**src/sv/smx_pkg.sv**
```systemverilog
// Package for the softmax block: widths, capacity, exponent table and control structs.
// Used by smx_datapath, smx_ctrl and softmax_vector.
package smx_pkg;

  localparam int unsigned MaxLen   = 64;
  localparam int unsigned AddrW    = 6;
  localparam int unsigned CountW   = 7;
  localparam int unsigned SumW     = 24;
  localparam int unsigned QuotW    = 17;
  localparam logic [15:0] Log2eQ15 = 16'd47274;

  function automatic logic [16:0] pow2_neg(input logic [4:0] k);
    logic [16:0] v;
    begin
      case (k)
        5'd0:    v = 17'd65536;
        5'd1:    v = 17'd62757;
        5'd2:    v = 17'd60097;
        5'd3:    v = 17'd57549;
        5'd4:    v = 17'd55109;
        5'd5:    v = 17'd52773;
        5'd6:    v = 17'd50535;
        5'd7:    v = 17'd48393;
        5'd8:    v = 17'd46341;
        5'd9:    v = 17'd44376;
        5'd10:   v = 17'd42495;
        5'd11:   v = 17'd40693;
        5'd12:   v = 17'd38968;
        5'd13:   v = 17'd37316;
        5'd14:   v = 17'd35734;
        5'd15:   v = 17'd34219;
        5'd16:   v = 17'd32768;
        default: v = 17'd32768;
      endcase
      return v;
    end
  endfunction

  // Commands from the controller to the datapath.
  typedef struct packed {
    logic             load;      // store an accepted score
    logic             clear;     // return running state to reset values
    logic             exp_start; // start the exponential for an element
    logic             div_start; // start the division for an element
    logic [AddrW-1:0] addr;      // element being processed
  } smx_cmd_t;

  // Status from the datapath to the controller.
  typedef struct packed {
    logic              exp_done;
    logic              div_done;
    logic [CountW-1:0] count;
    logic              dropped;
    logic [15:0]       prob;
  } smx_sts_t;

endpackage

```
**src/sv/smx_ram.sv**
```systemverilog
// Generic single-port RAM with registered read.
// No dependencies.
module smx_ram #(
  parameter int unsigned Width = 16,
  parameter int unsigned Depth = 64
) (
  input  logic                     clk_i,
  input  logic                     we_i,
  input  logic [$clog2(Depth)-1:0] addr_i,
  input  logic [Width-1:0]         wdata_i,
  output logic [Width-1:0]         rdata_o
);
  logic [Width-1:0] mem_q [Depth];

  always_ff @(posedge clk_i) begin
    if (we_i) begin
      mem_q[addr_i] <= wdata_i;
    end
    rdata_o <= mem_q[addr_i];
  end
endmodule

```
**src/sv/smx_datapath.sv**
```systemverilog
// Datapath of the softmax block: stores, running max, exponential pipe, sum, divider.
// Depends on smx_pkg and smx_ram.
module smx_datapath (
  input  logic              clk_i,
  input  logic              rst_ni,
  input  smx_pkg::smx_cmd_t cmd_i,
  input  logic [15:0]       score_i,
  output smx_pkg::smx_sts_t sts_o
);
  logic [15:0] score_rd, exp_rd;
  logic signed [15:0] max_q;
  logic [smx_pkg::CountW-1:0] count_q;
  logic drop_q;
  logic [smx_pkg::SumW-1:0] sum_q;
  logic full;
  logic exp_we;
  logic [15:0] exp_val;
  logic [smx_pkg::AddrW-1:0] sc_addr;

  assign full = (count_q == smx_pkg::CountW'(smx_pkg::MaxLen));
  assign sc_addr = cmd_i.load ? count_q[smx_pkg::AddrW-1:0] : cmd_i.addr;

  smx_ram #(.Width(16), .Depth(smx_pkg::MaxLen)) u_score (
    .clk_i(clk_i), .we_i(cmd_i.load && !full), .addr_i(sc_addr),
    .wdata_i(score_i), .rdata_o(score_rd)
  );
  smx_ram #(.Width(16), .Depth(smx_pkg::MaxLen)) u_exp (
    .clk_i(clk_i), .we_i(exp_we), .addr_i(cmd_i.addr),
    .wdata_i(exp_val), .rdata_o(exp_rd)
  );

  always_ff @(posedge clk_i or negedge rst_ni) begin
    if (!rst_ni) begin
      max_q   <= 16'sh8000;
      count_q <= '0;
      drop_q  <= 1'b0;
    end else if (cmd_i.clear) begin
      max_q   <= 16'sh8000;
      count_q <= '0;
      drop_q  <= 1'b0;
    end else if (cmd_i.load) begin
      if (full) begin
        drop_q <= 1'b1;
      end else begin
        count_q <= count_q + 1'b1;
        if ($signed(score_i) > max_q) begin
          max_q <= $signed(score_i);
        end
      end
    end
  end

  // Exponential pipe: RAM read, diff, multiply, table lookup, interpolate, shift.
  // The result register is written back to the exponent RAM in the cycle after the shift stage.
  logic [5:0] ep_q;
  logic [15:0] d_q;
  logic [31:0] y_q;
  logic [16:0] hi_q, lo_q;
  logic [11:0] r_q;
  logic [6:0]  n_q, n2_q;
  logic [16:0] v_q;
  logic [16:0] diff;
  logic [28:0] prod;
  logic [47:0] shifted;
  logic [16:0] e_full;
  logic [15:0] ex_q;

  assign diff  = hi_q - lo_q;
  assign prod  = diff * r_q + 29'd2048;
  assign shifted = ({31'd0, v_q} + ((n2_q == 7'd0) ? 48'd0 : (48'd1 << (n2_q - 7'd1))))
                   >> n2_q;
  assign e_full = (n2_q == 7'd0) ? v_q : (n2_q >= 7'd32) ? 17'd0 : shifted[16:0];

  always_ff @(posedge clk_i or negedge rst_ni) begin
    if (!rst_ni) begin
      ep_q <= '0;
    end else begin
      ep_q <= {ep_q[4:0], cmd_i.exp_start};
    end
  end

  always_ff @(posedge clk_i) begin
    d_q  <= 16'(max_q - $signed(score_rd));
    y_q  <= d_q * smx_pkg::Log2eQ15;
    hi_q <= smx_pkg::pow2_neg({1'b0, y_q[24:21]});
    lo_q <= smx_pkg::pow2_neg(5'({1'b0, y_q[24:21]} + 5'd1));
    r_q  <= y_q[20:9];
    n_q  <= {y_q[31:25]};
    v_q  <= hi_q - 17'(prod >> 12);
    n2_q <= n_q;
    ex_q <= e_full[16] ? 16'hFFFF : e_full[15:0];
  end
  assign exp_we  = ep_q[5];
  assign exp_val = ex_q;

  always_ff @(posedge clk_i or negedge rst_ni) begin
    if (!rst_ni) begin
      sum_q <= '0;
    end else if (cmd_i.clear) begin
      sum_q <= '0;
    end else if (exp_we) begin
      sum_q <= sum_q + smx_pkg::SumW'(ex_q);
    end
  end

  // Restoring divider: one quotient bit a cycle; numerator e*65536 + sum/2.
  logic [40:0] num_q;
  logic [smx_pkg::SumW:0] rem_q;
  logic [5:0] dcnt_q;
  logic dbusy_q, ddone_q, dload_q;
  logic [smx_pkg::SumW:0] trial;
  logic [smx_pkg::QuotW+23:0] quot_q;

  assign trial = {rem_q[smx_pkg::SumW-1:0], num_q[40]} - {1'b0, sum_q};

  always_ff @(posedge clk_i or negedge rst_ni) begin
    if (!rst_ni) begin
      dbusy_q <= 1'b0;
      ddone_q <= 1'b0;
      dload_q <= 1'b0;
      dcnt_q  <= '0;
    end else begin
      ddone_q <= 1'b0;
      dload_q <= cmd_i.div_start;
      if (dload_q) begin
        dbusy_q <= 1'b1;
        dcnt_q  <= 6'd41;
      end else if (dbusy_q) begin
        dcnt_q <= dcnt_q - 6'd1;
        if (dcnt_q == 6'd1) begin
          dbusy_q <= 1'b0;
          ddone_q <= 1'b1;
        end
      end
    end
  end

  always_ff @(posedge clk_i) begin
    if (dload_q) begin
      num_q  <= 41'({exp_rd, 16'd0}) + 41'(sum_q >> 1);
      rem_q  <= '0;
      quot_q <= '0;
    end else if (dbusy_q) begin
      num_q <= {num_q[39:0], 1'b0};
      if (!trial[smx_pkg::SumW]) begin
        rem_q  <= trial;
        quot_q <= {quot_q[39:0], 1'b1};
      end else begin
        rem_q  <= {rem_q[smx_pkg::SumW-1:0], num_q[40]};
        quot_q <= {quot_q[39:0], 1'b0};
      end
    end
  end

  // The quotient never exceeds 17 bits since each exponential is at most the sum.
  logic [32:0] q_adj;
  assign q_adj = 33'(quot_q);

  assign sts_o.exp_done = exp_we;
  assign sts_o.div_done = ddone_q;
  assign sts_o.count    = count_q;
  assign sts_o.dropped  = drop_q;
  assign sts_o.prob     = (q_adj > 33'd65535) ? 16'hFFFF : q_adj[15:0];
endmodule

```
**src/sv/smx_ctrl.sv**
```systemverilog
// Controller of the softmax block: load, exponentiate, divide and emit sequencing.
// Depends on smx_pkg.
module smx_ctrl (
  input  logic              clk_i,
  input  logic              rst_ni,
  input  logic              in_valid_i,
  input  logic              in_last_i,
  output logic              in_ready_o,
  input  smx_pkg::smx_sts_t sts_i,
  output smx_pkg::smx_cmd_t cmd_o,
  output logic              out_valid_o,
  input  logic              out_ready_i,
  output logic [15:0]       out_prob_o,
  output logic              out_last_o,
  output logic              out_drop_o
);
  typedef enum logic [2:0] {
    S_LOAD, S_EXP, S_EXPWAIT, S_DIV, S_DIVWAIT, S_EMIT
  } state_e;

  state_e state_q;
  logic [smx_pkg::CountW-1:0] idx_q;
  logic [smx_pkg::CountW-1:0] last_idx;
  logic load_go;

  assign in_ready_o = (state_q == S_LOAD);
  assign load_go    = in_valid_i && in_ready_o;
  assign last_idx   = sts_i.count - 1'b1;

  always_comb begin
    cmd_o           = '0;
    cmd_o.addr      = idx_q[smx_pkg::AddrW-1:0];
    cmd_o.load      = load_go;
    cmd_o.exp_start = (state_q == S_EXP);
    cmd_o.div_start = (state_q == S_DIV);
    cmd_o.clear     = (state_q == S_EMIT) && out_ready_i && (idx_q == last_idx);
  end

  always_ff @(posedge clk_i or negedge rst_ni) begin
    if (!rst_ni) begin
      state_q     <= S_LOAD;
      idx_q       <= '0;
      out_valid_o <= 1'b0;
      out_prob_o  <= '0;
      out_last_o  <= 1'b0;
      out_drop_o  <= 1'b0;
    end else begin
      case (state_q)
        S_LOAD: begin
          idx_q <= '0;
          if (load_go && in_last_i) begin
            state_q <= S_EXP;
          end
        end
        S_EXP: begin
          if (sts_i.count == '0) begin
            state_q <= S_LOAD;
          end else begin
            state_q <= S_EXPWAIT;
          end
        end
        S_EXPWAIT: begin
          if (sts_i.exp_done) begin
            if (idx_q == last_idx) begin
              idx_q   <= '0;
              state_q <= S_DIV;
            end else begin
              idx_q   <= idx_q + 1'b1;
              state_q <= S_EXP;
            end
          end
        end
        S_DIV: state_q <= S_DIVWAIT;
        S_DIVWAIT: begin
          if (sts_i.div_done) begin
            out_valid_o <= 1'b1;
            out_prob_o  <= sts_i.prob;
            out_last_o  <= (idx_q == last_idx);
            out_drop_o  <= sts_i.dropped;
            state_q     <= S_EMIT;
          end
        end
        S_EMIT: begin
          if (out_ready_i) begin
            out_valid_o <= 1'b0;
            if (idx_q == last_idx) begin
              state_q <= S_LOAD;
            end else begin
              idx_q   <= idx_q + 1'b1;
              state_q <= S_DIV;
            end
          end
        end
        default: state_q <= S_LOAD;
      endcase
    end
  end
endmodule

```
**src/sv/softmax_vector.sv**
```systemverilog
// Top level of the softmax block: stream ports, controller and datapath.
// Depends on smx_pkg, smx_ctrl and smx_datapath.
//
// Usage: scores stream in on the s_axis channel, one signed Q5.10 value per
// transaction; tlast closes the vector. Up to 64 scores are kept; further
// scores are dropped and every result of that vector carries the overflow flag.
// Loading accepts one transaction per cycle while s_axis_tready is high. After
// the closing transaction the block computes exp(score - max) for each element
// through the exponent pipeline, one element at a time, then divides each by
// the sum with a bit-serial divider, each result held in the output register.
// Results leave on m_axis in load order, the final one with tlast set.
// While a vector is being processed s_axis_tready is low; it rises again once
// the last result transaction is taken. A stalled receiver simply holds the
// block in its output state with the result steady. Reset returns the block
// to the loading state with an empty vector.
module softmax_vector (
  input  logic        clk_i,
  input  logic        rst_ni,
  input  logic        s_axis_tvalid,
  output logic        s_axis_tready,
  input  logic [15:0] s_axis_tdata,   // score
  input  logic        s_axis_tlast,
  output logic        m_axis_tvalid,
  input  logic        m_axis_tready,
  output logic [15:0] m_axis_tdata,   // probability
  output logic        m_axis_tlast,
  output logic        m_axis_tuser    // overflowed
);
  smx_pkg::smx_cmd_t cmd;
  smx_pkg::smx_sts_t sts;

  smx_ctrl u_ctrl (
    .clk_i(clk_i), .rst_ni(rst_ni),
    .in_valid_i(s_axis_tvalid), .in_last_i(s_axis_tlast), .in_ready_o(s_axis_tready),
    .sts_i(sts), .cmd_o(cmd),
    .out_valid_o(m_axis_tvalid), .out_ready_i(m_axis_tready),
    .out_prob_o(m_axis_tdata), .out_last_o(m_axis_tlast), .out_drop_o(m_axis_tuser)
  );

  smx_datapath u_dp (
    .clk_i(clk_i), .rst_ni(rst_ni), .cmd_i(cmd), .score_i(s_axis_tdata), .sts_o(sts)
  );
endmodule
```
**config.mk**
```make
export PLATFORM = sky130hd
export DESIGN_NAME = softmax_vector
export DESIGN_NICKNAME = d
export VERILOG_FILES = /design/src/sv/smx_pkg.sv /design/src/sv/smx_ram.sv /design/src/sv/smx_datapath.sv /design/src/sv/smx_ctrl.sv /design/src/sv/softmax_vector.sv
export SDC_FILE = /design/constraint.sdc
export NUM_CORES = 2
export LEC_CHECK = 0
export ABC_AREA = 1
export BUFFER_PORTS_ARGS = -buffer_cell sky130_fd_sc_hd__clkbuf_2
export CAP_MARGIN = 0
export CELL_PAD_IN_SITES_DETAIL_PLACEMENT = 2
export CELL_PAD_IN_SITES_GLOBAL_PLACEMENT = 2
export CORE_MARGIN = 3
export CORE_UTILIZATION = 45
export DETAILED_ROUTE_END_ITERATION = 6
export HOLD_SLACK_MARGIN = 0.08
export PLACE_DENSITY_LB_ADDON = 0.15
export SLEW_MARGIN = 40
export SYNTH_ARGS = -nofsm -noshare
export SYNTH_HDL_FRONTEND = slang
export SYNTH_SLANG_ARGS = --single-unit
```
**constraint.sdc**
```tcl
create_clock -name clk_i -period 9.9 [get_ports clk_i]
set_input_delay 0.495 -clock clk_i [delete_from_list [all_inputs] [get_ports clk_i]]
set_output_delay 0.495 -clock clk_i [all_outputs]
set_load 0.02 [all_outputs]
```
; Yosys cells after proc, flatten, opt, wreduce, memory -nomap -nowiden
; Memories as Yosys holds them, arrays and structs flattened. A register that Yosys moved wholly into a read port is not among the register bits.
; Index checks and enable logic that the tools add are counted.
[totals]
output_inout_bits = 20
regBits = 296
word_cells = 136
mem_bits_rw = 2048
romBits = 816
memories = 4
[mem_list]
columns = name, depth, word_bits, read_ports, rd_ports_with_merged_regs, wr, line_no
row1 = u_dp.u_exp.mem_q, 64, 16, 1, 1, 1, smx_ram.sv:13  ; logic [Width-1:0] mem_q [Depth];
row2 = u_dp.u_score.mem_q, 64, 16, 1, 1, 1, smx_ram.sv:13
row3 = (no name shown), 32, 17, 1, 1, 0, smx_pkg.sv:15  ; case (k)
row4 = (no name shown), 16, 17, 1, 1, 0, smx_pkg.sv:15
[op_classes]
n_mul = 2
shifts = 2
order_cmp = 3
addsub = 14
reduce_logical = 23
mux = 49
n_eq_ne = 14
[ops]
columns = cell, count
row1 = $mux W41, 2
row2 = $mux W16, 5
row3 = $mux W24, 3
row4 = $mux W7, 7
row5 = $add A17 B48 Y48, 1
row6 = $mux W48, 1
row7 = $shl A1 B7 Y48 const A, 1
row8 = $shr A48 B7 Y17, 1
row9 = $mux W17, 2
row10 = $sub A17 B17 Y17, 2
row11 = $add A32 B23 Y33, 1
row12 = $gt A33 B16 Y1 const B, 1
row13 = $mul A16 B15 Y31 const B, 1
row14 = $add A29 B12 Y29 const B, 1
row15 = $mul A17 B12 Y29, 1
row16 = $sub A25 B24 Y25, 1
row17 = $add A24 B16 Y24, 1
row18 = $pmux W7 S3, 1
row19 = $mux W6, 3
row20 = $pmux W3 S6, 1
row21 = $gt A16 B16 Y1, 1
row22 = $mux W1, 16
row23 = $sub A16 B16 Y16, 1
row24 = $add A7 B1 Y7 const B, 2
row25 = 24 further kinds, 50

; Depth between registers and ports, before layout
[depth]
ltp_word = 7
mapped_depth = 47

; Hierarchy
; Synthesis repeated with hierarchy kept, for this count alone.
[unflattened]
hier_cells = 12263
area_unflattened_um2 = 116613.1
[modules_own_cells]
columns = mod, area_per_inst_um2, cells_each, instances
row1 = smx_ram, 43569.3, 4256, 2
row2 = smx_datapath, 27744.1, 3546, 1
row3 = smx_ctrl, 1730.4, 205, 1

; Worst setup path after synthesis
; OpenSTA, ideal clock, no wires.
[synth_path]
kind = register to register
startpoint = register u_dp.hi_q[0]
endpoint = register u_dp.v_q[16]
slack_ps = 2461
synth_period_minus_slack_ps = 7439
t_arrival_ps = 7330
setup_ps = 109
path_stages_with_launch = 41
required_time_ps = 9791
path_buffers = 0
cell_sequence = dfxtp_1 > inv_1 > ha_1 > fa_1 > inv_1 > a31oi_1 > o21ai_0 > nand2_1 > nand2_1 > a21oi_1 > o21ai_0 > xor2_1 > nand2_1 > fa_1 > fa_1 > inv_1 > fa_1 > fa_1 > [... 5 more ...] > nor2_1 > inv_1 > o221ai_1 > a21oi_1 > o21ai_0 > nand2_1 > nand3b_1 > nand2_1 > ha_1 > a21oi_1 > o21ai_0 > a21bo_2 > a31oi_1 > nand4_1 > nand2_1 > nand2_1 > nand2_1 > inv_1
[synth_via]
elab_chain_len = 4
[synth_lines]
columns = item, line_no
row1 = from (decl), smx_datapath.sv:58  ; logic [16:0] hi_q, lo_q;
row2 = $sub A17 B17 Y17, smx_datapath.sv:68  ; assign diff = hi_q - lo_q;
row3 = $mul A17 B12 Y29, smx_datapath.sv:69  ; assign prod = diff * r_q + 29'd2048;
row4 = $add A29 B12 Y29, smx_datapath.sv:69
row5 = $sub A17 B17 Y17 *, smx_datapath.sv:89  ; v_q <= hi_q - 17'(prod >> 12);
row6 = to (signal assigned), smx_datapath.sv:89
row7 = to (decl), smx_datapath.sv:61  ; logic [16:0] v_q;
; Mark *: on every way between the ends. The rest lies on a longest branch, timed or not.
; A chain may end at the register's enable or synchronous reset.

; Final worst setup path
; Ends and elaborated chain as after synthesis.

==> results_dict.tcl <==
set metrics [dict create \
    cp-start-kind "register" \
    crit_buf_inv 8 \
    grt_max_degree 90 \
    drc_errors 0 \
    yosysWarnings 0 \
    die_w_um 490 \
    max_stage_delay_ps 540 \
    hold_viol_final 0 \
    die_y_um 490 \
    path_delay_family "adder cells" \
    synthDistinctLibCells 66 \
    clockBufferDepth 4 \
    cts.clk_slew.worst_paths_ps 70 \
    drive_above_1_share_pct 8.95 \
    routed_wl_mm 425 \
    gp_congestion 0.858 \
    clock_skew_ps 104 \
    dpl.hpwl_mm 255 \
    worstPathRequired_ps 10690 \
    fillers 21900 \
    instances_no_fill 11900 \
    postLayoutCoreUtil_pct 51.3 \
    arrival_ps 9970 \
    ys_seq_elements 2402 \
    synth.top_cell.area_share_pct 59.6 \
    initial_utilization_pct 45.5 \
    io_pins 41 \
    layout_commonest_cell "edfxtp_1" \
    antenna_found_initial 33 \
    std_cell_rows 176 \
    setup_ws_ps 719 \
    overflow 0 \
    ant_nets 0 \
    status "completed" \
    drt_iter0_drc 9081 \
    slew_viol_final 0 \
    cts_sinks 2402 \
    synthFlopType "edfxtp_1" \
    track_usage_pct 35.2 \
    async_reset_ff_share_pct 3.83 \
    area_growth_pct 12.7 \
    wl_per_cell_um 35.8 \
    netlist_instances 8338 \
    max_freq_mhz 109 \
    cp_slowest_cell "fa_1" \
    worst_pin_slew_ps 962 \
    grt_pass1_wl_mm 612 \
    synth_edf_count 2089 \
    end_kind "register" \
    cts-htree-levels 5 \
    dr.pass1.iters 6 \
    cp_common_cell "nand2_1" \
    clk_latency_ps 970 \
    cts_buffers 278 \
    synth_fp_nets 8938 \
    port_buffers 40 \
    synth_top_area_cell "edfxtp_1" \
    synth_seq_area_share_pct 65.9 \
    setup_tns_ps 0 \
    dp_worst_setup_slack_ps 652 \
    setup_viol 0 \
    period_share_pct 92.7 \
    vias 75700 \
    postSynthAreaPerCell_um2 12.6 \
    mostFrequentLayoutCells "edfxtp_1, nand2_1, inv_1, a22oi_1, nor2_1" \
    rsz0062_at_grt "no" \
    post-route-min-period_ps 9180 \
    cts_tree "built" \
    hp-class "in2reg" \
    crit_type "reg2reg" \
    max_cap_viol_count 0 \
    max_slew_margin_pct 35.2 \
    syn_area_um2 105000 \
    design.core.area_um2 231000 \
    crit_fanout 8 \
    dp.cells 11400 \
    synth_area_leaders "edfxtp_1, nand2_1, fa_1" \
    nets 9170 \
    dieArea_um2 240000 \
    vias_per_cell 6.37 \
    clock-root-buffer "clkbuf_16" \
    first_global_vias 82100 \
    cts_setup_buffers 0 \
]
[final timing paths]
kind,startpoint,end,cells after the start,slack (ps)
setup / recovery,u_dp.hi_q[0],u_dp.v_q[16],43,720
hold / removal,s_axis_tdata[3],u_dp.u_score.mem_q[21][3],2,140
setup reg to reg,u_dp.hi_q[0],u_dp.v_q[16],43,720
hold reg to reg,u_dp.y_q[13],u_dp.r_q[4],0,330
max in group asynchronous,rst_ni,u_ctrl.out_prob_o[6],4,8050
min in group asynchronous,rst_ni,u_dp.max_q[4],3,640
[layer usage]
| metal | track usage [%] | vias to the layer above | share of wire (%) |
|---|---|---|---|
| met5 | 0 | - | 0.029 |
| met4 | 16.5 | 18 | 5.4 |
| met3 | 6.01 | 1222 | 7.9 |
| met2 | 59.2 | 4306 | 49 |
| met1 | 44.3 | 39500 | 38 |
| li1 | - | 30700 | - |
[worst register-to-register path: cells and delay by family, from the launching register on]
kind,cells,cell delay (ps)
adders and majority gates,9,3620
AOI/OAI and AO/OA,10,2480
and+or+nand+nor,15,2040
buffers and inverters,8,490
DFF,1,330
xor gates and xnor gates,1,150
[per-stage QoR]
stage	hold WS, ps	cell area [um2]
global placement	311	110000
detailed placement	315	110000
CTS	125	118000
finish	138	119000
global route	132	119000
floorplan	199	105000
[state kept, by name, indices dropped and copies added (netlist names), 7 cells and up]
register	cells
u_ctrl.out_prob_o	16
u_dp.u_exp.mem_q	1024
u_dp.max_q	16
u_dp.d_q	16
u_dp.u_exp.rdata_o	16
u_dp.num_q	41
u_dp.hi_q	17
u_ctrl.idx_q	7
u_dp.sum_q	24
u_dp.lo_q	17
u_dp.v_q	17
u_dp.u_score.rdata_o	16
u_dp.u_score.mem_q	1024
u_dp.n2_q	7
u_dp.r_q	12
u_dp.rem_q	24
u_dp.ex_q	16
u_dp.quot_q	33
u_dp.y_q	23
u_dp.count_q	7
u_dp.n_q	7
[cells by family after synthesis]
kind of cell / after synthesis / synth area share, %
AND/OR/NAND/NOR: 2734 / 11.2
flip-flops: 2402 / 65.9
AO/OA/AOI/OAI: 1411 / 9.17
buffers and inverters: 1082 / 4.12
adder cells (fa/ha/maj): 579 / 8.48
XOR/XNOR: 130 / 1.08
[repair_timing]
action,CTS,global route
endpoints found under the setup margin,0,2
endpoints found under the hold margin,84,0
hold buffers,8,0
resized for setup,0,3
[Yosys cell counts, drive strengths merged (7+ instances only)]
master   count
ha         354
a21o        13
dfxtp      221
edfxtp    2089
nor3        59
inv        752
clkbuf     152
nor2       459
o21ai      277
xor2        80
dfrtp       91
o21a        10
o21bai      10
a22oi      580
o2bb2ai     15
a21oi      194
fa         225
o22ai       51
nand4      309
o31ai        7
xnor2       50
nor4        21
buf        171
or2         39
o211ai      18
nand3      260
a31oi       20
a22o        69
clkinv       7
nand2     1569
a221oi     127
[final cells by class]
type | instances | area [um2] | share of cell area [%]
clock inverter | 105 | 905 | 0.762
sequential | 2402 | 69500 | 58.6
inverter | 759 | 2900 | 2.44
antenna | 12 | 30.0 | 0.0253
tap | 3115 | 3900 | 3.28
timing repair buffer | 275 | 2140 | 1.80
multi-input combinational | 4854 | 31700 | 26.7
clock buffer | 365 | 7610 | 6.41
Power is left out: the tool's default activity adds up to more than one toggle a clock period on the data nets, which glitch-free logic cannot reach.
